File: config.mk
export PLATFORM = sky130hd
export DESIGN_NAME = telnet_receive_negotiator_core
export DESIGN_NICKNAME = d
export VERILOG_FILES = /design/src/rtl/core/trn_pkg.sv /design/src/rtl/core/trn_front.sv /design/src/rtl/core/trn_queue.sv /design/src/rtl/core/trn_back.sv /design/src/rtl/core/telnet_receive_negotiator_core.sv
export VERILOG_INCLUDE_DIRS = /design/src /design/src/rtl/core
export SDC_FILE = /design/constraint.sdc
export NUM_CORES = 1
export LEC_CHECK = 0
export BUFFER_PORTS_ARGS = -buffer_cell sky130_fd_sc_hd__buf_2
export CAP_MARGIN = 40
export CORE_MARGIN = 1
export CORE_UTILIZATION = 56
export CTS_CLUSTER_DIAMETER = 150
export DETAILED_ROUTE_END_ITERATION = 6
export GPL_TIMING_DRIVEN = 0
export PLACE_DENSITY = 0.81
export SYNTH_ARGS = -nofsm -noshare
export SYNTH_HDL_FRONTEND = slang
export SYNTH_SLANG_ARGS = --single-unit
export TNS_END_PERCENT = 100
File: constraint.sdc
create_clock -name clk -period 3.14 [get_ports clk]
set_clock_uncertainty 0.05 [all_clocks]
set_input_delay 0 -clock clk [delete_from_list [all_inputs] [get_ports clk]]
set_output_delay 0 -clock clk [all_outputs]
set_load 0.1 [all_outputs]
File: src/rtl/core/telnet_receive_negotiator_core_assert.svh
// ----------------------------------------------------------------------------
// Telnet receive negotiator assertion macros
// Concurrent assertion wrappers, empty when SYNTH is defined.
// ----------------------------------------------------------------------------
`ifndef TELNET_RECEIVE_NEGOTIATOR_CORE_ASSERT_SVH
`define TELNET_RECEIVE_NEGOTIATOR_CORE_ASSERT_SVH

`ifndef SYNTH
// same-cycle implication
`define TRN_ASSERT_IMP(lbl, clk_s, rst_s, ante, cons) \
  lbl: assert property (@(posedge clk_s) disable iff (rst_s) (ante) |-> (cons)) \
    else $error("assertion failed");
// next-cycle implication
`define TRN_ASSERT_NXT(lbl, clk_s, rst_s, ante, cons) \
  lbl: assert property (@(posedge clk_s) disable iff (rst_s) (ante) |=> (cons)) \
    else $error("assertion failed");
`else
`define TRN_ASSERT_IMP(lbl, clk_s, rst_s, ante, cons)
`define TRN_ASSERT_NXT(lbl, clk_s, rst_s, ante, cons)
`endif

`endif

File: src/rtl/core/trn_pkg.sv
// ----------------------------------------------------------------------------
// Telnet receive negotiator package
// Shared codes, types and constant tables.
// ----------------------------------------------------------------------------
`default_nettype none

package trn_pkg;

  localparam int TERM_NAME_LEN_DEFAULT = 14;
  localparam int QUEUE_DEPTH_DEFAULT   = 4;
  localparam int STEP_W                = 6;

  localparam logic [7:0] B_IAC  = 8'd255;
  localparam logic [7:0] B_DONT = 8'd254;
  localparam logic [7:0] B_DO   = 8'd253;
  localparam logic [7:0] B_WONT = 8'd252;
  localparam logic [7:0] B_WILL = 8'd251;
  localparam logic [7:0] B_SB   = 8'd250;
  localparam logic [7:0] B_SE   = 8'd240;

  localparam logic [7:0] O_BINARY  = 8'd0;
  localparam logic [7:0] O_ECHO    = 8'd1;
  localparam logic [7:0] O_SGA     = 8'd3;
  localparam logic [7:0] O_TTYPE   = 8'd24;
  localparam logic [7:0] O_NAWS    = 8'd31;
  localparam logic [7:0] O_CHARSET = 8'd42;
  localparam logic [7:0] O_MCCP2   = 8'd86;

  localparam logic [7:0] SUB_SEND     = 8'd1;
  localparam logic [7:0] SUB_IS       = 8'd0;
  localparam logic [7:0] SUB_ACCEPTED = 8'd2;
  localparam logic [7:0] SUB_REJECTED = 8'd3;

  localparam logic REG_WINDOW_WIDTH  = 1'b0;
  localparam logic REG_WINDOW_HEIGHT = 1'b1;

  typedef enum logic [2:0] {
    PS_DATA   = 3'd0,
    PS_IAC    = 3'd1,
    PS_OPT    = 3'd2,
    PS_SB     = 3'd3,
    PS_SBDATA = 3'd4,
    PS_SBIAC  = 3'd5
  } parse_state_t;

  typedef enum logic [2:0] {
    JOB_DATA      = 3'd0,
    JOB_REPLY3    = 3'd1,
    JOB_NAWS      = 3'd2,
    JOB_TTYPE     = 3'd3,
    JOB_CS_ACCEPT = 3'd4,
    JOB_CS_REJECT = 3'd5,
    JOB_MCCP      = 3'd6
  } job_kind_t;

  typedef enum logic [1:0] {
    KIND_DATA     = 2'd0,
    KIND_REPLY    = 2'd1,
    KIND_COMPRESS = 2'd2
  } out_kind_t;

  typedef struct packed {
    job_kind_t  kind;
    logic [7:0] arg0;
    logic [7:0] arg1;
    logic       echo;
  } job_t;

  function automatic logic [7:0] term_char(input logic [5:0] idx);
    logic [7:0] c;
    case (idx)
      6'd0:    c = "x";
      6'd1:    c = "t";
      6'd2:    c = "e";
      6'd3:    c = "r";
      6'd4:    c = "m";
      6'd5:    c = "-";
      6'd6:    c = "2";
      6'd7:    c = "5";
      6'd8:    c = "6";
      6'd9:    c = "c";
      6'd10:   c = "o";
      6'd11:   c = "l";
      6'd12:   c = "o";
      6'd13:   c = "r";
      default: c = 8'd0;
    endcase
    return c;
  endfunction

  function automatic logic [7:0] dashed_char(input logic [2:0] idx);
    logic [7:0] c;
    case (idx)
      3'd0:    c = "U";
      3'd1:    c = "T";
      3'd2:    c = "F";
      3'd3:    c = "-";
      3'd4:    c = "8";
      default: c = 8'd0;
    endcase
    return c;
  endfunction

  function automatic logic [7:0] plain_char(input logic [1:0] idx);
    logic [7:0] c;
    case (idx)
      2'd0:    c = "U";
      2'd1:    c = "T";
      2'd2:    c = "F";
      default: c = "8";
    endcase
    return c;
  endfunction

endpackage

`default_nettype wire

File: src/rtl/core/trn_front.sv
// ----------------------------------------------------------------------------
// Telnet receive negotiator front end
// Parses one rx byte per cycle while not full; queues jobs for the back end.
// ----------------------------------------------------------------------------
`default_nettype none

module trn_front (
  input  wire logic          clk,
  input  wire logic          rst,
  input  wire logic          in_valid,
  output logic               in_ready,
  input  wire logic [7:0]    rx_byte,
  input  wire logic          full,
  output logic               push,
  output trn_pkg::job_t      job
);

  trn_pkg::parse_state_t parse_state, parse_state_next;
  logic [7:0] sub_option, sub_option_next;
  logic [1:0] sub_length, sub_length_next;
  logic [7:0] sub_first, sub_first_next;
  logic [7:0] sub_separator, sub_separator_next;
  logic [2:0] token_length, token_length_next;
  logic       token_matches_dashed, token_matches_dashed_next;
  logic       token_matches_plain, token_matches_plain_next;
  logic       charset_found, charset_found_next;
  logic       peer_echo_on, peer_echo_on_next;

  logic       accept;
  logic       job_valid;
  logic       is_cmd;
  logic       sub_take;
  logic       token_hit;
  logic [7:0] up;

  assign in_ready = !full;
  assign accept   = in_valid && !full;
  assign push     = accept && job_valid;

  assign is_cmd = (rx_byte == trn_pkg::B_WILL) || (rx_byte == trn_pkg::B_WONT) ||
                  (rx_byte == trn_pkg::B_DO) || (rx_byte == trn_pkg::B_DONT);
  assign token_hit = (token_matches_dashed && token_length == 3'd5) ||
                     (token_matches_plain && token_length == 3'd4);
  assign up = (rx_byte >= "a" && rx_byte <= "z") ? rx_byte - 8'd32 : rx_byte;
  assign sub_take = (parse_state == trn_pkg::PS_SBDATA && rx_byte != trn_pkg::B_IAC) ||
                    (parse_state == trn_pkg::PS_SBIAC && rx_byte == trn_pkg::B_IAC);

  always_comb begin
    unique case (parse_state)
      trn_pkg::PS_IAC: begin
        if (is_cmd) parse_state_next = trn_pkg::PS_OPT;
        else if (rx_byte == trn_pkg::B_SB) parse_state_next = trn_pkg::PS_SB;
        else parse_state_next = trn_pkg::PS_DATA;
      end
      trn_pkg::PS_OPT:    parse_state_next = trn_pkg::PS_DATA;
      trn_pkg::PS_SB:     parse_state_next = trn_pkg::PS_SBDATA;
      trn_pkg::PS_SBDATA: begin
        parse_state_next = (rx_byte == trn_pkg::B_IAC) ? trn_pkg::PS_SBIAC
                                                       : trn_pkg::PS_SBDATA;
      end
      trn_pkg::PS_SBIAC: begin
        parse_state_next = (rx_byte == trn_pkg::B_IAC) ? trn_pkg::PS_SBDATA
                                                       : trn_pkg::PS_DATA;
      end
      default: begin
        parse_state_next = (rx_byte == trn_pkg::B_IAC) ? trn_pkg::PS_IAC
                                                       : trn_pkg::PS_DATA;
      end
    endcase
  end

  always_comb begin
    sub_option_next           = sub_option;
    sub_length_next           = sub_length;
    sub_first_next            = sub_first;
    sub_separator_next        = sub_separator;
    token_length_next         = token_length;
    token_matches_dashed_next = token_matches_dashed;
    token_matches_plain_next  = token_matches_plain;
    charset_found_next        = charset_found;
    peer_echo_on_next         = peer_echo_on;
    job_valid                 = 1'b0;
    job.kind                  = trn_pkg::JOB_DATA;
    job.arg0                  = rx_byte;
    job.arg1                  = rx_byte;

    if (sub_take) begin
      if (sub_length == 2'd0) begin
        sub_first_next  = rx_byte;
        sub_length_next = 2'd1;
      end else if (sub_length == 2'd1) begin
        sub_separator_next = rx_byte;
        sub_length_next    = 2'd2;
      end else if (rx_byte == sub_separator) begin
        if (token_hit) charset_found_next = 1'b1;
        token_length_next         = 3'd0;
        token_matches_dashed_next = 1'b1;
        token_matches_plain_next  = 1'b1;
      end else begin
        token_matches_dashed_next = token_matches_dashed && token_length < 3'd5 &&
                                    up == trn_pkg::dashed_char(token_length);
        token_matches_plain_next  = token_matches_plain && token_length < 3'd4 &&
                                    up == trn_pkg::plain_char(token_length[1:0]);
        if (token_length < 3'd6) token_length_next = token_length + 3'd1;
      end
    end

    unique case (parse_state)
      trn_pkg::PS_IAC: begin
        if (is_cmd) sub_option_next = rx_byte;
        if (rx_byte == trn_pkg::B_IAC) job_valid = 1'b1;
      end
      trn_pkg::PS_OPT: begin
        job_valid = 1'b1;
        job.kind  = trn_pkg::JOB_REPLY3;
        job.arg1  = rx_byte;
        if (sub_option == trn_pkg::B_WILL) begin
          if (rx_byte == trn_pkg::O_ECHO) peer_echo_on_next = 1'b1;
          if (rx_byte == trn_pkg::O_ECHO || rx_byte == trn_pkg::O_BINARY ||
              rx_byte == trn_pkg::O_CHARSET || rx_byte == trn_pkg::O_SGA ||
              rx_byte == trn_pkg::O_MCCP2) begin
            job.arg0 = trn_pkg::B_DO;
          end else begin
            job.arg0 = trn_pkg::B_DONT;
          end
        end else if (sub_option == trn_pkg::B_WONT) begin
          if (rx_byte == trn_pkg::O_ECHO) peer_echo_on_next = 1'b0;
          job.arg0 = trn_pkg::B_DONT;
        end else if (sub_option == trn_pkg::B_DO) begin
          if (rx_byte == trn_pkg::O_TTYPE || rx_byte == trn_pkg::O_BINARY) begin
            job.arg0 = trn_pkg::B_WILL;
          end else if (rx_byte == trn_pkg::O_NAWS) begin
            job.kind = trn_pkg::JOB_NAWS;
            job.arg0 = trn_pkg::B_WILL;
          end else begin
            job.arg0 = trn_pkg::B_WONT;
          end
        end else begin
          job.arg0 = trn_pkg::B_WONT;
        end
      end
      trn_pkg::PS_SB: begin
        sub_option_next           = rx_byte;
        sub_length_next           = 2'd0;
        sub_first_next            = 8'd0;
        sub_separator_next        = 8'd0;
        token_length_next         = 3'd0;
        token_matches_dashed_next = 1'b1;
        token_matches_plain_next  = 1'b1;
        charset_found_next        = 1'b0;
      end
      trn_pkg::PS_SBDATA: begin
      end
      trn_pkg::PS_SBIAC: begin
        if (rx_byte == trn_pkg::B_SE) begin
          if (sub_option == trn_pkg::O_TTYPE && sub_length != 2'd0 &&
              sub_first == trn_pkg::SUB_SEND) begin
            job_valid = 1'b1;
            job.kind  = trn_pkg::JOB_TTYPE;
          end else if (sub_option == trn_pkg::O_CHARSET && sub_length == 2'd2 &&
                       sub_first == trn_pkg::SUB_SEND) begin
            job_valid = 1'b1;
            job.kind  = (charset_found || token_hit) ? trn_pkg::JOB_CS_ACCEPT
                                                     : trn_pkg::JOB_CS_REJECT;
            charset_found_next        = charset_found || token_hit;
            token_length_next         = 3'd0;
            token_matches_dashed_next = 1'b1;
            token_matches_plain_next  = 1'b1;
          end else if (sub_option == trn_pkg::O_MCCP2 && sub_length == 2'd0) begin
            job_valid = 1'b1;
            job.kind  = trn_pkg::JOB_MCCP;
          end
        end
      end
      default: begin
        if (rx_byte != trn_pkg::B_IAC) job_valid = 1'b1;
      end
    endcase

    job.echo = peer_echo_on_next;
  end

  always_ff @(posedge clk) begin
    if (rst) begin
      parse_state          <= trn_pkg::PS_DATA;
      sub_option           <= 8'd0;
      sub_length           <= 2'd0;
      sub_first            <= 8'd0;
      sub_separator        <= 8'd0;
      token_length         <= 3'd0;
      token_matches_dashed <= 1'b1;
      token_matches_plain  <= 1'b1;
      charset_found        <= 1'b0;
      peer_echo_on         <= 1'b0;
    end else if (accept) begin
      parse_state          <= parse_state_next;
      sub_option           <= sub_option_next;
      sub_length           <= sub_length_next;
      sub_first            <= sub_first_next;
      sub_separator        <= sub_separator_next;
      token_length         <= token_length_next;
      token_matches_dashed <= token_matches_dashed_next;
      token_matches_plain  <= token_matches_plain_next;
      charset_found        <= charset_found_next;
      peer_echo_on         <= peer_echo_on_next;
    end
  end

endmodule

`default_nettype wire

File: src/rtl/core/trn_queue.sv
// ----------------------------------------------------------------------------
// Telnet receive negotiator job queue
// Short register FIFO between the parser and the reply sequencer.
// ----------------------------------------------------------------------------
`default_nettype none

`include "telnet_receive_negotiator_core_assert.svh"

module trn_queue #(
  parameter int DEPTH = trn_pkg::QUEUE_DEPTH_DEFAULT
) (
  input  wire logic          clk,
  input  wire logic          rst,
  input  wire logic          push,
  input  wire trn_pkg::job_t push_job,
  output logic               full,
  input  wire logic          pop,
  output logic               empty,
  output trn_pkg::job_t      head
);

  localparam int PW = (DEPTH > 1) ? $clog2(DEPTH) : 1;
  localparam int CW = $clog2(DEPTH + 1);
  localparam logic [PW-1:0] PTR_LAST = PW'(DEPTH - 1);
  localparam logic [CW-1:0] CNT_FULL = CW'(DEPTH);

  trn_pkg::job_t slots [DEPTH];
  logic [PW-1:0] wr_ptr, rd_ptr;
  logic [CW-1:0] count;

  assign full  = (count == CNT_FULL);
  assign empty = (count == '0);
  assign head  = slots[rd_ptr];

  always_ff @(posedge clk) begin
    if (push) slots[wr_ptr] <= push_job;
  end

  always_ff @(posedge clk) begin
    if (rst) begin
      wr_ptr <= '0;
      rd_ptr <= '0;
      count  <= '0;
    end else begin
      if (push) wr_ptr <= (wr_ptr == PTR_LAST) ? '0 : wr_ptr + PW'(1);
      if (pop)  rd_ptr <= (rd_ptr == PTR_LAST) ? '0 : rd_ptr + PW'(1);
      if (push && !pop) count <= count + CW'(1);
      else if (pop && !push) count <= count - CW'(1);
    end
  end

  `TRN_ASSERT_IMP(a_no_push_full, clk, rst, push, !full)
  `TRN_ASSERT_IMP(a_no_pop_empty, clk, rst, pop, !empty)

endmodule

`default_nettype wire

File: src/rtl/core/trn_back.sv
// ----------------------------------------------------------------------------
// Telnet receive negotiator back end
// Expands queued jobs into output register bytes, one per unstalled cycle.
// ----------------------------------------------------------------------------
`default_nettype none

`include "telnet_receive_negotiator_core_assert.svh"

module trn_back #(
  parameter int TERM_NAME_LEN = trn_pkg::TERM_NAME_LEN_DEFAULT
) (
  input  wire logic          clk,
  input  wire logic          rst,
  input  wire logic          empty,
  input  wire trn_pkg::job_t head,
  output logic               pop,
  input  wire logic [15:0]   window_width,
  input  wire logic [15:0]   window_height,
  output logic               out_valid,
  input  wire logic          out_ready,
  output logic [7:0]         out_byte,
  output logic [1:0]         out_kind,
  output logic               last_of_run,
  output logic               peer_echo
);

  localparam int SW = trn_pkg::STEP_W;
  localparam logic [SW-1:0] NAME_END   = SW'(TERM_NAME_LEN + 4);
  localparam logic [SW-1:0] TTYPE_LAST = SW'(TERM_NAME_LEN + 5);

  logic [SW-1:0] step, step_next;
  logic [SW-1:0] rel;
  logic          load;
  logic          last;
  logic [7:0]    gen_byte;
  logic [7:0]    win_byte;
  trn_pkg::out_kind_t gen_kind;
  logic          skip_dup;

  assign load = !empty && (!out_valid || out_ready);
  assign pop  = load && last;
  assign rel  = step - SW'(6);

  always_comb begin
    case (rel[2:1])
      2'd0:    win_byte = window_width[15:8];
      2'd1:    win_byte = window_width[7:0];
      2'd2:    win_byte = window_height[15:8];
      default: win_byte = window_height[7:0];
    endcase
  end

  always_comb begin
    gen_byte = 8'd0;
    gen_kind = trn_pkg::KIND_REPLY;
    last     = 1'b0;
    skip_dup = 1'b0;
    unique case (head.kind)
      trn_pkg::JOB_DATA: begin
        gen_byte = head.arg0;
        gen_kind = trn_pkg::KIND_DATA;
        last     = 1'b1;
      end
      trn_pkg::JOB_REPLY3: begin
        case (step)
          SW'(0):  gen_byte = trn_pkg::B_IAC;
          SW'(1):  gen_byte = head.arg0;
          default: gen_byte = head.arg1;
        endcase
        last = (step == SW'(2));
      end
      trn_pkg::JOB_NAWS: begin
        case (step)
          SW'(0):  gen_byte = trn_pkg::B_IAC;
          SW'(1):  gen_byte = trn_pkg::B_WILL;
          SW'(2):  gen_byte = trn_pkg::O_NAWS;
          SW'(3):  gen_byte = trn_pkg::B_IAC;
          SW'(4):  gen_byte = trn_pkg::B_SB;
          SW'(5):  gen_byte = trn_pkg::O_NAWS;
          SW'(14): gen_byte = trn_pkg::B_IAC;
          SW'(15): gen_byte = trn_pkg::B_SE;
          default: gen_byte = win_byte;
        endcase
        skip_dup = (step >= SW'(6)) && (step <= SW'(12)) && !step[0] &&
                   (win_byte != trn_pkg::B_IAC);
        last     = (step == SW'(15));
      end
      trn_pkg::JOB_TTYPE: begin
        if (step == SW'(0)) gen_byte = trn_pkg::B_IAC;
        else if (step == SW'(1)) gen_byte = trn_pkg::B_SB;
        else if (step == SW'(2)) gen_byte = trn_pkg::O_TTYPE;
        else if (step == SW'(3)) gen_byte = trn_pkg::SUB_IS;
        else if (step < NAME_END) gen_byte = trn_pkg::term_char(step - SW'(4));
        else if (step == NAME_END) gen_byte = trn_pkg::B_IAC;
        else gen_byte = trn_pkg::B_SE;
        last = (step == TTYPE_LAST);
      end
      trn_pkg::JOB_CS_ACCEPT: begin
        case (step)
          SW'(0):  gen_byte = trn_pkg::B_IAC;
          SW'(1):  gen_byte = trn_pkg::B_SB;
          SW'(2):  gen_byte = trn_pkg::O_CHARSET;
          SW'(3):  gen_byte = trn_pkg::SUB_ACCEPTED;
          SW'(9):  gen_byte = trn_pkg::B_IAC;
          SW'(10): gen_byte = trn_pkg::B_SE;
          default: gen_byte = trn_pkg::dashed_char(rel[2:0] + 3'd2);
        endcase
        last = (step == SW'(10));
      end
      trn_pkg::JOB_CS_REJECT: begin
        case (step)
          SW'(0):  gen_byte = trn_pkg::B_IAC;
          SW'(1):  gen_byte = trn_pkg::B_SB;
          SW'(2):  gen_byte = trn_pkg::O_CHARSET;
          SW'(3):  gen_byte = trn_pkg::SUB_REJECTED;
          SW'(4):  gen_byte = trn_pkg::B_IAC;
          default: gen_byte = trn_pkg::B_SE;
        endcase
        last = (step == SW'(5));
      end
      trn_pkg::JOB_MCCP: begin
        gen_kind = trn_pkg::KIND_COMPRESS;
        last     = 1'b1;
      end
      default: begin
        last = 1'b1;
      end
    endcase
  end

  always_comb begin
    if (last) step_next = '0;
    else if (skip_dup) step_next = step + SW'(2);
    else step_next = step + SW'(1);
  end

  always_ff @(posedge clk) begin
    if (rst) begin
      step      <= '0;
      out_valid <= 1'b0;
    end else if (load) begin
      step      <= step_next;
      out_valid <= 1'b1;
    end else if (out_ready) begin
      out_valid <= 1'b0;
    end
  end

  always_ff @(posedge clk) begin
    if (load) begin
      out_byte    <= gen_byte;
      out_kind    <= gen_kind;
      last_of_run <= last;
      peer_echo   <= head.echo;
    end
  end

  `TRN_ASSERT_NXT(a_step_restart, clk, rst, pop, step == '0)
  `TRN_ASSERT_IMP(a_kind_legal, clk, rst, out_valid, out_kind != 2'd3)

endmodule

`default_nettype wire

File: src/rtl/core/telnet_receive_negotiator_core.sv
// ----------------------------------------------------------------------------
// Telnet receive negotiator core
// Strips telnet commands from a received byte stream and generates replies.
// ----------------------------------------------------------------------------
// Path: an accepted byte's job enters the queue, then the output register.
// Throughput: one input byte per cycle while each byte causes at most one
// result and out_ready holds high; the reply sequencer emits one result per
// cycle while not stalled, and a queue of QUEUE_DEPTH jobs absorbs bursts.
// Reset: synchronous; parser in plain data, queue empty, output invalid,
// window size 80 x 24.
`default_nettype none

module telnet_receive_negotiator_core #(
  parameter int TERM_NAME_LEN = trn_pkg::TERM_NAME_LEN_DEFAULT,
  parameter int QUEUE_DEPTH   = trn_pkg::QUEUE_DEPTH_DEFAULT
) (
  input  wire logic        clk,
  input  wire logic        rst,
  input  wire logic        cfg_wen,
  input  wire logic        cfg_index,
  input  wire logic [15:0] cfg_data,
  input  wire logic        in_valid,
  output logic             in_ready,
  input  wire logic [7:0]  rx_byte,
  output logic             out_valid,
  input  wire logic        out_ready,
  output logic [7:0]       out_byte,
  output logic [1:0]       out_kind,
  output logic             last_of_run,
  output logic             peer_echo
);

  logic [15:0]   window_width;
  logic [15:0]   window_height;
  logic          push, full, pop, empty;
  trn_pkg::job_t push_job, head;

  always_ff @(posedge clk) begin
    if (rst) begin
      window_width  <= 16'd80;
      window_height <= 16'd24;
    end else if (cfg_wen) begin
      case (cfg_index)
        trn_pkg::REG_WINDOW_WIDTH:  window_width  <= cfg_data;
        default:                    window_height <= cfg_data;
      endcase
    end
  end

  trn_front u_front (
    .clk      (clk),
    .rst      (rst),
    .in_valid (in_valid),
    .in_ready (in_ready),
    .rx_byte  (rx_byte),
    .full     (full),
    .push     (push),
    .job      (push_job)
  );

  trn_queue #(
    .DEPTH (QUEUE_DEPTH)
  ) u_queue (
    .clk      (clk),
    .rst      (rst),
    .push     (push),
    .push_job (push_job),
    .full     (full),
    .pop      (pop),
    .empty    (empty),
    .head     (head)
  );

  trn_back #(
    .TERM_NAME_LEN (TERM_NAME_LEN)
  ) u_back (
    .clk           (clk),
    .rst           (rst),
    .empty         (empty),
    .head          (head),
    .pop           (pop),
    .window_width  (window_width),
    .window_height (window_height),
    .out_valid     (out_valid),
    .out_ready     (out_ready),
    .out_byte      (out_byte),
    .out_kind      (out_kind),
    .last_of_run   (last_of_run),
    .peer_echo     (peer_echo)
  );

endmodule

`default_nettype wire

-- After elaboration in Yosys (flattened, before gate mapping)
Memories as Yosys holds them, arrays and structs flattened. A register that Yosys moved wholly into a read port is not among the register bits.
Index checks and enable logic that the tools add are counted.
- bits in read-only memories: 112
- register bits after elaboration: 94
- memory bits (writable): 80
- memories: 2
- input port bits: 30
- logic and storage cells: 303
- memory list (name ; depth ; bits a word ; read ports ; clocked after Yosys merged registers in ; write ports ; line ; source):
    (no name shown) ; 16 ; 7 ; 1 ; 0 ; 0 ; trn_pkg.sv:71 ; case (idx)
    u_queue.slots ; 4 ; 20 ; 1 ; 1 ; 1 ; trn_queue.sv:27 ; trn_pkg::job_t slots [DEPTH];
- magnitude comparators: 8
- reduce and logical (&&, ||, !) cells: 70
- muxes and demuxes: 123
- bitwise gates (word level): 1
- eq/ne operators: 67
- add/sub/neg operators: 11
- operator list (cell ; count):
    two-way mux 8 bit ; 27
    equality test 8 bit, second input constant ; 10
    one-hot mux 8 bit (5 select lines) ; 2
    one-hot mux 7 bit (5 select lines) ; 2
    two-way mux 3 bit ; 20
    one-hot mux 8 bit (6 select lines) ; 1
    two-way mux 1 bit ; 41
    one-hot mux 8 bit (2 select lines) ; 2
    one-hot mux 8 bit (4 select lines) ; 1
    equality test 3 bit, second input constant ; 9
    equality test 3 x 2 -> 1 bit, second input constant ; 8
    equality test 6 x 4 -> 1 bit, second input constant ; 4
    equality test 8 x 5 -> 1 bit, second input constant ; 3
    equality test 8 bit ; 3
    two-way mux 2 bit ; 12
    one-hot mux 8 bit (3 select lines) ; 1
    logical AND 1 bit ; 23
    one-hot mux 7 bit (3 select lines) ; 1
    equality test 8 x 1 -> 1 bit, second input constant ; 2
    equality test 8 x 6 -> 1 bit, second input constant ; 2
    equality test 8 x 7 -> 1 bit, second input constant ; 2
    two-way mux 16 bit ; 1
    != test 8 bit, second input constant ; 2
    one-hot mux 3 bit (5 select lines) ; 1
    46 further kinds ; 100

-- Depth between registers and ports, before layout
Gate-level depths: netlist of the first run.
- depth after elaboration: 16
- gate-level depth with buffers: 15
- depth with buffers taken out: 14

-- Hierarchy
Synthesis of the first run repeated with hierarchy kept, for this count alone.
- cell total of the unflattened synthesis: 937
- area, all modules: 9766.9 um2
- modules (own cells, without submodules) (module ; instances ; cells each ; area an instance (um2)):
    trn_queue ; 1 ; 148 ; 3325.7
    trn_front ; 1 ; 334 ; 2598.7
    trn_back ; 1 ; 328 ; 2476.1
    telnet_receive_negotiator_core ; 1 ; 127 ; 1366.3

-- Worst setup path before layout of the first run
No wires, ideal clock.
- path type: flip-flop to flip-flop
- start point: register u_queue.count[0]
- end point: register u_queue.count[2]
- stages on the path, launching flop included: 13
- required time: 3020 ps
- slack: -205 ps
- setup time: 70 ps
- arrival: 3224 ps
- buffers on the path: 1
- cells stage by stage: dfxtp_1 nor2_1 nand2_1 and2_1 clkbuf_1 o21ai_0 a21oi_4 ha_1 inv_1 fa_1 xor2_1 or3_1 a21oi_1
- word-level cells in the longest chain between the ends: 7
- ends and longest elaborated chain (item ; line ; source):
    start: declaration ; trn_queue.sv:29 ; logic [CW-1:0] count;
    start signal: assignment ; trn_queue.sv:47 ; if (push && !pop) count <= count + CW'(1);
    start signal: assignment ; trn_queue.sv:48 ; else if (pop && !push) count <= count - CW'(1);
    equality test 3 bit * ; trn_queue.sv:31 ; assign full = (count == CNT_FULL);
    zero test 1 bit * ; -- ;
    via in_ready ; telnet_receive_negotiator_core.sv:23 ; output logic in_ready,
    logical AND 1 bit * ; trn_front.sv:37 ; assign accept = in_valid && !full;
    logical AND 1 bit * ; trn_front.sv:38 ; assign push = accept && job_valid;
    via push ; telnet_receive_negotiator_core.sv:35 ; logic push, full, pop, empty;
    zero test 1 bit ; trn_queue.sv:48 ;
    logical AND 1 bit ; trn_queue.sv:48 ;
    nonzero test 2 bit (no source line) ; -- ;
The timed path passes the listed nets; every way through them passes the cells marked *. The select of a mux whose other input is x is not followed.
A chain may end at the register's enable or synchronous reset.

-- Worst setup path in the final report of the first run
- start point: register u_back.step[2]
- end point: register u_back.out_byte[0] (data pin)
- word-level cells in the longest chain between the ends: 9
- ends and longest elaborated chain (item ; line ; source):
    start: declaration ; trn_back.sv:31 ; logic [SW-1:0] step, step_next;
    start signal: assignment ; trn_back.sv:142 ; step <= step_next;
    subtractor 6 x 3 -> 6 bit ; trn_back.sv:93 ; else if (step < NAME_END) gen_byte = trn_pkg::term_char(step - SW'(4));
    memory (16 x 7 bit) / zero test 2 bit (equally long branches) ; -- ;
    two-way mux 8 bit ; trn_pkg.sv:71 ;
    two-way mux 8 bit ; trn_back.sv:93 ;
    two-way mux 8 bit ; trn_back.sv:92 ; else if (step == SW'(3)) gen_byte = trn_pkg::SUB_IS;
    two-way mux 8 bit ; trn_back.sv:91 ; else if (step == SW'(2)) gen_byte = trn_pkg::O_TTYPE;
    two-way mux 8 bit ; trn_back.sv:90 ; else if (step == SW'(1)) gen_byte = trn_pkg::B_SB;
    two-way mux 8 bit ; trn_back.sv:89 ; if (step == SW'(0)) gen_byte = trn_pkg::B_IAC;
    one-hot mux 8 bit (6 select lines) * ; trn_back.sv:58 ; unique case (head.kind)
    via u_back.gen_byte[0] ; trn_back.sv:35 ; logic [7:0] gen_byte;
    end signal: assignment ; trn_back.sv:151 ; out_byte <= gen_byte;
    end: declaration ; trn_back.sv:21 ; output logic [7:0] out_byte,
The timed path passes the listed nets; every way through them passes the cells marked *.

==> results of run 1 <==
-- worst max-delay path by stage --
stage | startpoint | endpoint | slack [ns] | depth (start not counted)
floorplan | u_back.step[1] | u_queue.count[2] | 0.03 | 15
global placement | u_back.step[1] | u_queue.count[2] | -0.47 | 15
detailed placement | u_back.step[1] | u_queue.count[2] | -0.51 | 15
CTS | u_back.step[1] | u_queue.count[2] | -0.08 | 14
global route | u_back.step[1] | u_back.out_byte[4] | -0.10 | 10
finish | u_back.step[2] | u_back.out_byte[0] | -0.03 | 10
-- cell usage in the layout (no fill, tap or decap), drive strengths merged, types with 8 or more instances in the layout --
cell / n
ha: 32
xor2: 15
nand3b: 10
dlygate4sd3: 30
nor2: 68
nand2b: 9
inv: 41
mux2i: 30
nor2b: 12
nand3: 27
mux4: 19
clkbuf: 55
or2: 8
buf: 77
xnor2: 10
edfxtp: 92
a21oi: 91
o21ai: 44
or3: 9
a222oi: 8
and2: 10
nand2: 135
dfxtp: 84
o22ai: 13
nor3: 12
nor4: 10
-- sequential cells by signal, summed over array words and instances (netlist names), 2 cells and up, named ones only --
signal,flops
window_width,16
u_back.out_kind,2
u_queue.slots,80
u_back.step,6
u_queue.rd_ptr,2
u_front.sub_separator,8
u_queue.wr_ptr,2
u_front.parse_state,3
u_front.sub_option,8
u_front.token_length,3
u_front.sub_length,2
u_front.sub_first,8
u_queue.count,3
u_back.out_byte,8
window_height,16
-- cell families after synthesis --
family	after synthesis	share of synthesized area, %
DFF	176	47.9
muxes	53	8.51
buffers and inverters	90	3.88
adders and majority gates	33	4.53
AOI/OAI and AO/OA	218	15.0
xor gates and xnor gates	25	2.36
and+or+nand+nor	338	17.8
-- metrics by stage --
| step | setup TNS (ns) | instances | hold slack (ns) | setup WS (ns) |
|---|---|---|---|---|
| after floorplan | 0 | 933 | 0.0489 | 0.0275 |
| after global placement | -6.66 | 1192 | 0.182 | -0.466 |
| after detailed placement | -2.90 | 1197 | 0.183 | -0.511 |
| after CTS | -0.0816 | 1256 | 0.0168 | -0.0816 |
| after global routing | -0.401 | 1270 | 0.0548 | -0.102 |
| final | -0.0264 | 1270 | 0.0254 | -0.0264 |
-- worst register-to-register path: stages (launching register included) --
cell and delay [ns]:
dfxtp_4 0.39, inv_4 0.13, ha_1 0.16, buf_2 0.18
nor3b_2 0.35, nand2_1 0.22, o21a_1 0.37, o22ai_1 0.33
o22ai_1 0.14, a311oi_1 0.35, o21ai_0 0.20
-- cell type report --
class,count,area [sq um],area share [%]
clock inverter,14,145,1.33
multi-input combinational,667,4570,41.8
tap,216,270,2.47
inverter,35,138,1.26
timing repair buffer,92,691,6.32
sequential,176,4460,40.8
clock buffer,18,429,3.92
buffer,52,235,2.15
-- routing by layer --
| metal | vias to the layer above | wire, um | part of all wire (%) |
|---|---|---|---|
| met2 | 450 | 11400 | 47 |
| met5 | - | 0 | 0 |
| li1 | 3611 | - | - |
| met3 | 78 | 2000 | 8.3 |
| met1 | 3731 | 9910 | 41 |
| met4 | 0 | 828 | 3.4 |
-- where the power goes --
part	leakage, nW	total (mW)	switching (mW)	internal (mW)
registers	1.54	2.85	0.104	2.74
logic	2.13	2.97	1.99	0.980
clock network	0.278	2.08	0.962	1.12
total	3.95	7.90	3.06	4.84
-- repair_timing --
item	in CTS	in global routing
hold endpoints to repair	68	0
setup endpoints to repair	12	10
setup buffers	0	14
pin swaps	1	6
hold buffers	30	0
resized for setup	14	29
==> results.sh, run 1 <==
export IMPL_arrival_ns=3.28
export IMPL_slew_viol_final=0
export IMPL_r2r_end="u_back.out_byte[0]"
export IMPL_cts_tree="done"
export IMPL_ys_ff_latch=176
export IMPL_postSynth_asyncResetShare_pct=0
export IMPL_htreeDepth=4
export IMPL_r2r_start="u_back.step[2]"
export IMPL_clockRootBuffer="clkbuf_16"
export IMPL_die_area_sq_um=17100
export IMPL_syn_nets=996
export IMPL_wl_mm=24.1
export IMPL_clk_latency_ns=0.45
export IMPL_boundaryPins=44
export IMPL_wl_per_cell_um=19.0
export IMPL_outcome="complete, but fails checks"
export IMPL_synth_flop_cell="edfxtp_1"
export IMPL_worstPathMaxFanout=10
export IMPL_initial_core_util_pct=57.8
export IMPL_syn_area_sq_um=9280
export IMPL_cellPowerDensity_nw_per_um2=722
export IMPL_drive_above_1_share_pct=17.2
export IMPL_violations="setup timing"
export IMPL_dieHeight_um=131
export IMPL_cpMaxStageDelayCell="dfxtp_4"
export IMPL_yosysTopAreaCell="edfxtp_1"
export IMPL_grt_pass1_wl_mm=36.4
export IMPL_critical_path_endpoint_type="flip-flop"
export IMPL_finalSetupViolCount=1
export IMPL_vias_per_cell=6.20
export IMPL_ys_warn_count=0
export IMPL_drtIter0Drc=1051
export IMPL_dr_pass1_iters=7
export IMPL_placedInstanceArea_sq_um=9830
export IMPL_synth_most_common_cell="nand2_1"
export IMPL_rsz0062_at_grt="yes"
export IMPL_path_cells="inv_4 > ha_1 > buf_2 > nor3b_2 > nand2_1 > o21a_1 > o22ai_1 > o22ai_1 > a311oi_1 > o21ai_0"
export IMPL_grt_busiest_layer="met2"
export IMPL_numPortBuffers=43
export IMPL_synth_edf_count=92
export IMPL_timing_final_crit_share_pct=101
export IMPL_dp_hpwl_mm=15.9
export IMPL_grtUsageTotal_pct=28.4
export IMPL_cts_buffers=17
export IMPL_clock_path_buffers=2
export IMPL_globalRouteMet3Util_pct=5.99
export IMPL_cpMostUsedCell="o22ai_1"
export IMPL_gr_total_overflow=0
export IMPL_antenna_cells=0
export IMPL_antenna_found_initial=0
export IMPL_slowest_delay_ns=0.39
export IMPL_syn_area_per_cell_sq_um=9.95
export IMPL_setup_worst_path_start_class="flip-flop"
export IMPL_grt_pass1_vias=7029
export IMPL_core_sq_um=16100
export IMPL_finalHoldViolations=0
export IMPL_die_w_um=131
export IMPL_criticalPathCategory="flip-flop to flip-flop"
export IMPL_path_clk_slew_ns=0.07
export IMPL_min_period_ns=3.17
export IMPL_fillCellCount=1185
export IMPL_stdcell_area_sq_um=10900
export IMPL_cap_violations=0
export IMPL_layout_nets=1104
export IMPL_grt_max_degree=18
export IMPL_rows=46
export IMPL_max_slew_margin_pct=45.6
export IMPL_synth_cell_type_count=84
export IMPL_synth_top_area_share_pct=29.8
export IMPL_synthTopCellsByCount="134 x nand2_1, 92 x edfxtp_1, 87 x a21oi_1"
export IMPL_fmax_ghz=0.316
export IMPL_area_delta_synth_final_pct=17.8
export IMPL_holdPathStages=4
export IMPL_hold_start="rst"
export IMPL_vias=7870
export IMPL_gp_congestion=0.930
export IMPL_leakage_nw=3.95
export IMPL_path_delay_family="compound AO/OA/AOI/OAI gates"
export IMPL_hp_class="primary input to flip-flop"
export IMPL_ant_nets=0
export IMPL_drc=0
export IMPL_synthTopCellsByArea="edfxtp_1 30%, dfxtp_1 18%, nand2_1 5.4%"
export IMPL_synth_seq_area_share_pct=47.9
export IMPL_min_to="u_front.token_length[2]"
export IMPL_grt_util_met2_pct=45.2
export IMPL_worstMarginPinSlew_ns=0.814
export IMPL_clkSinkCount=176
export IMPL_peakVddDrop_mv=0.786
export IMPL_post_route_util_pct=68.1
export IMPL_ff2ff_path_depth=10
export IMPL_layout_setup_ws_ns=-0.0264
export IMPL_power_mw=7.90
export IMPL_synthCells=933
export IMPL_worstPathBufferInverterCount=2
export IMPL_critPathRequiredTime_ns=3.25
export IMPL_ff2ff_setup_slack_ns=-0.03
export IMPL_global_route_usage_met1_pct=38.1
Power figures use the tool's default switching activity.
==> run 2: changes to the inputs <==
--- a/config.mk
+++ b/config.mk
@@ -9,11 +9,11 @@
 export BUFFER_PORTS_ARGS = -buffer_cell sky130_fd_sc_hd__buf_2
 export CAP_MARGIN = 40
 export CORE_MARGIN = 1
-export CORE_UTILIZATION = 56
+export CORE_UTILIZATION = 35
 export CTS_CLUSTER_DIAMETER = 150
 export DETAILED_ROUTE_END_ITERATION = 6
 export GPL_TIMING_DRIVEN = 0
-export PLACE_DENSITY = 0.81
+export PLACE_DENSITY = 0.56
 export SYNTH_ARGS = -nofsm -noshare
 export SYNTH_HDL_FRONTEND = slang
 export SYNTH_SLANG_ARGS = --single-unit
==> results.sh, run 2 (synthesis gave the netlist of run 1 again) <==
export IMPL_max_flop_register="u_queue.slots"
export IMPL_gr_total_overflow=0
export IMPL_gp_congestion=0.870
export IMPL_hold_start="rst"
export IMPL_grt_pass1_wl_mm=38.5
export IMPL_ff2ff_path_depth=11
export IMPL_clk_latency_ns=0.43
export IMPL_placedInstanceArea_sq_um=9980
export IMPL_clkSinkCount=176
export IMPL_drive_above_1_share_pct=17.7
export IMPL_r2r_start="u_front.sub_option[6]"
export IMPL_timing_final_crit_share_pct=97.5
export IMPL_area_delta_synth_final_pct=20.3
export IMPL_fmax_ghz=0.327
export IMPL_core_sq_um=26100
export IMPL_ant_nets=0
export IMPL_dieHeight_um=165
export IMPL_r2r_end="u_queue.count[2]"
export IMPL_layout_top_registers="u_queue.slots (80), window_height (16), window_width (16)"
export IMPL_grt_pass1_vias=6961
export IMPL_drc=0
export IMPL_dp_hpwl_mm=17.2
export IMPL_rsz0062_at_grt="yes"
export IMPL_final_cell_mix="132 x nand2_1, 92 x edfxtp_1, 87 x a21oi_1, 77 x dfxtp_1, 67 x nor2_1"
export IMPL_dr_pass1_iters=5
export IMPL_slowest_delay_ns=0.50
export IMPL_outcome="finished clean"
export IMPL_initial_core_util_pct=35.6
export IMPL_wirelength_met1_mm=11.7
export IMPL_worstMarginPinSlew_ns=0.865
export IMPL_die_area_sq_um=27200
export IMPL_numPortBuffers=43
export IMPL_cts_tree="done"
export IMPL_path_clk_slew_ns=0.07
export IMPL_grtUsageTotal_pct=18.6
export IMPL_grt_max_degree=18
export IMPL_power_mw=8.01
export IMPL_max_slew_margin_pct=42.2
export IMPL_min_period_ns=3.06
export IMPL_rows=59
export IMPL_cpMaxStageDelayCell="or4bb_1"
export IMPL_multi_input_area_sq_um=4570
export IMPL_stdcell_area_sq_um=11200
export IMPL_critPathRequiredTime_ns=3.45
export IMPL_clock_path_buffers=2
export IMPL_critical_path_endpoint_type="flip-flop"
export IMPL_leakage_nw=3.98
export IMPL_cts_buffers=17
export IMPL_drtIter0Drc=699
export IMPL_path_cells="or4bb_1 > or4_1 > clkinv_1 > o31ai_1 > a21oi_4 > ha_2 > inv_1 > fa_1 > xor2_1 > or3_1 > a21oi_1"
export IMPL_boundaryPins=44
export IMPL_vias=7415
export IMPL_vias_per_cell=5.32
export IMPL_final_common_cell="nand2_1"
export IMPL_cellPowerDensity_nw_per_um2=717
export IMPL_cap_violations=0
export IMPL_layout_nets=1108
export IMPL_largest_reg_flops=80
export IMPL_min_to="u_front.token_length[2]"
export IMPL_wl_met2_mm=11.5
export IMPL_final_seq_area_sq_um=4460
export IMPL_antenna_found_initial=0
export IMPL_die_w_um=165
export IMPL_wl_mm=24.5
export IMPL_ff2ff_setup_slack_ns=0.08
export IMPL_setup_worst_path_start_class="flip-flop"
export IMPL_worstPathMaxFanout=4
export IMPL_wl_met3_mm=1.00
export IMPL_criticalPathCategory="flip-flop to flip-flop"
export IMPL_arrival_ns=3.37
export IMPL_peakVddDrop_mv=0.783
export IMPL_holdPathStages=4
export IMPL_hp_class="primary input to flip-flop"
export IMPL_antenna_cells=0
export IMPL_fillCellCount=2561
export IMPL_finalHoldViolations=0
export IMPL_finalSetupViolCount=0
export IMPL_clockRootBuffer="clkbuf_16"
export IMPL_wl_per_cell_um=17.6
export IMPL_slew_viol_final=0
export IMPL_post_route_util_pct=42.9
export IMPL_htreeDepth=4
export IMPL_dr_max_layer_used="met4"
[run 2: cell types whose count changed in the layout (fill, tap and decap cells not counted), moves of 3 or more]
cell,before,now
clkbuf_1,36,33
buf_4,16,24
clkinvlp_4,2,5
inv_6,6,1
[run 2: critical path: cells and delay by family, from the launching register on]
| kind | cells | cell delay [ns] |
|---|---|---|
| fa+ha+maj | 2 | 0.59 |
| xor+xnor | 1 | 0.18 |
| simple gates | 3 | 1.23 |
| flops | 1 | 0.38 |
| buf+inv | 2 | 0.13 |
| compound gates | 3 | 0.42 |
[run 2: repair_timing]
action	CTS	global route
buffers inserted	9	13
pin swaps	3	7
gates resized for setup	18	23
hold endpoints to repair	68	0
endpoints found under the setup margin	24	42
hold buffers	30	0
[run 2: metal layers]
| layer | vias up | GRT usage, % |
|---|---|---|
| li1 | 3639 | - |
| met1 | 3555 | 26.2 |
| met2 | 197 | 29.4 |
| met3 | 24 | 2.91 |
| met4 | 0 | 4.88 |
| met5 | - | 0 |
[run 2: power breakdown]
group	internal, mW	leakage [nW]	switching, mW
sequential	2.74	1.54	0.102
clock	1.20	0.289	0.986
combinational	1.00	2.15	1.97
[run 2: worst max-delay path by stage]
stage                     startpoint               end  depth (start not counted)
2_1_floorplan         u_back.step[1]  u_queue.count[2]                         15
3_5_place_dp          u_back.step[1]  u_queue.count[2]                         15
5_1_grt        u_front.sub_option[6]  u_queue.count[2]                         11
6_report       u_front.sub_option[6]  u_queue.count[2]                         11
3_3_place_gp          u_back.step[1]  u_queue.count[2]                         15
4_1_cts               u_back.step[2]  u_queue.count[2]                         15
[run 2: area by class of cell]
cell class / instances / area share [%]
clock buffer: 18 / 3.84
multi-input combinational: 667 / 41.0
inverter: 35 / 1.28
timing repair buffer: 99 / 6.63
clock inverter: 14 / 1.57
tap: 335 / 3.75
sequential: 176 / 40.0
buffer: 49 / 2.01
[run 2: stage by stage]
| step | setup TNS (ns) | worst slack (ns) | cells | hold WS, ns |
|---|---|---|---|---|
| 2_1_floorplan | 0 | 0.0275 | 933 | 0.0489 |
| 6_report | 0 | 0.0796 | 1393 | 0.0146 |
| 3_5_place_dp | -2.92 | -0.602 | 1315 | 0.212 |
| 4_1_cts | 0 | 0.00371 | 1384 | 0.00655 |
| 3_3_place_gp | -13.97 | -0.596 | 1311 | 0.209 |
| 5_1_grt | -0.0689 | -0.0377 | 1393 | 0.0332 |
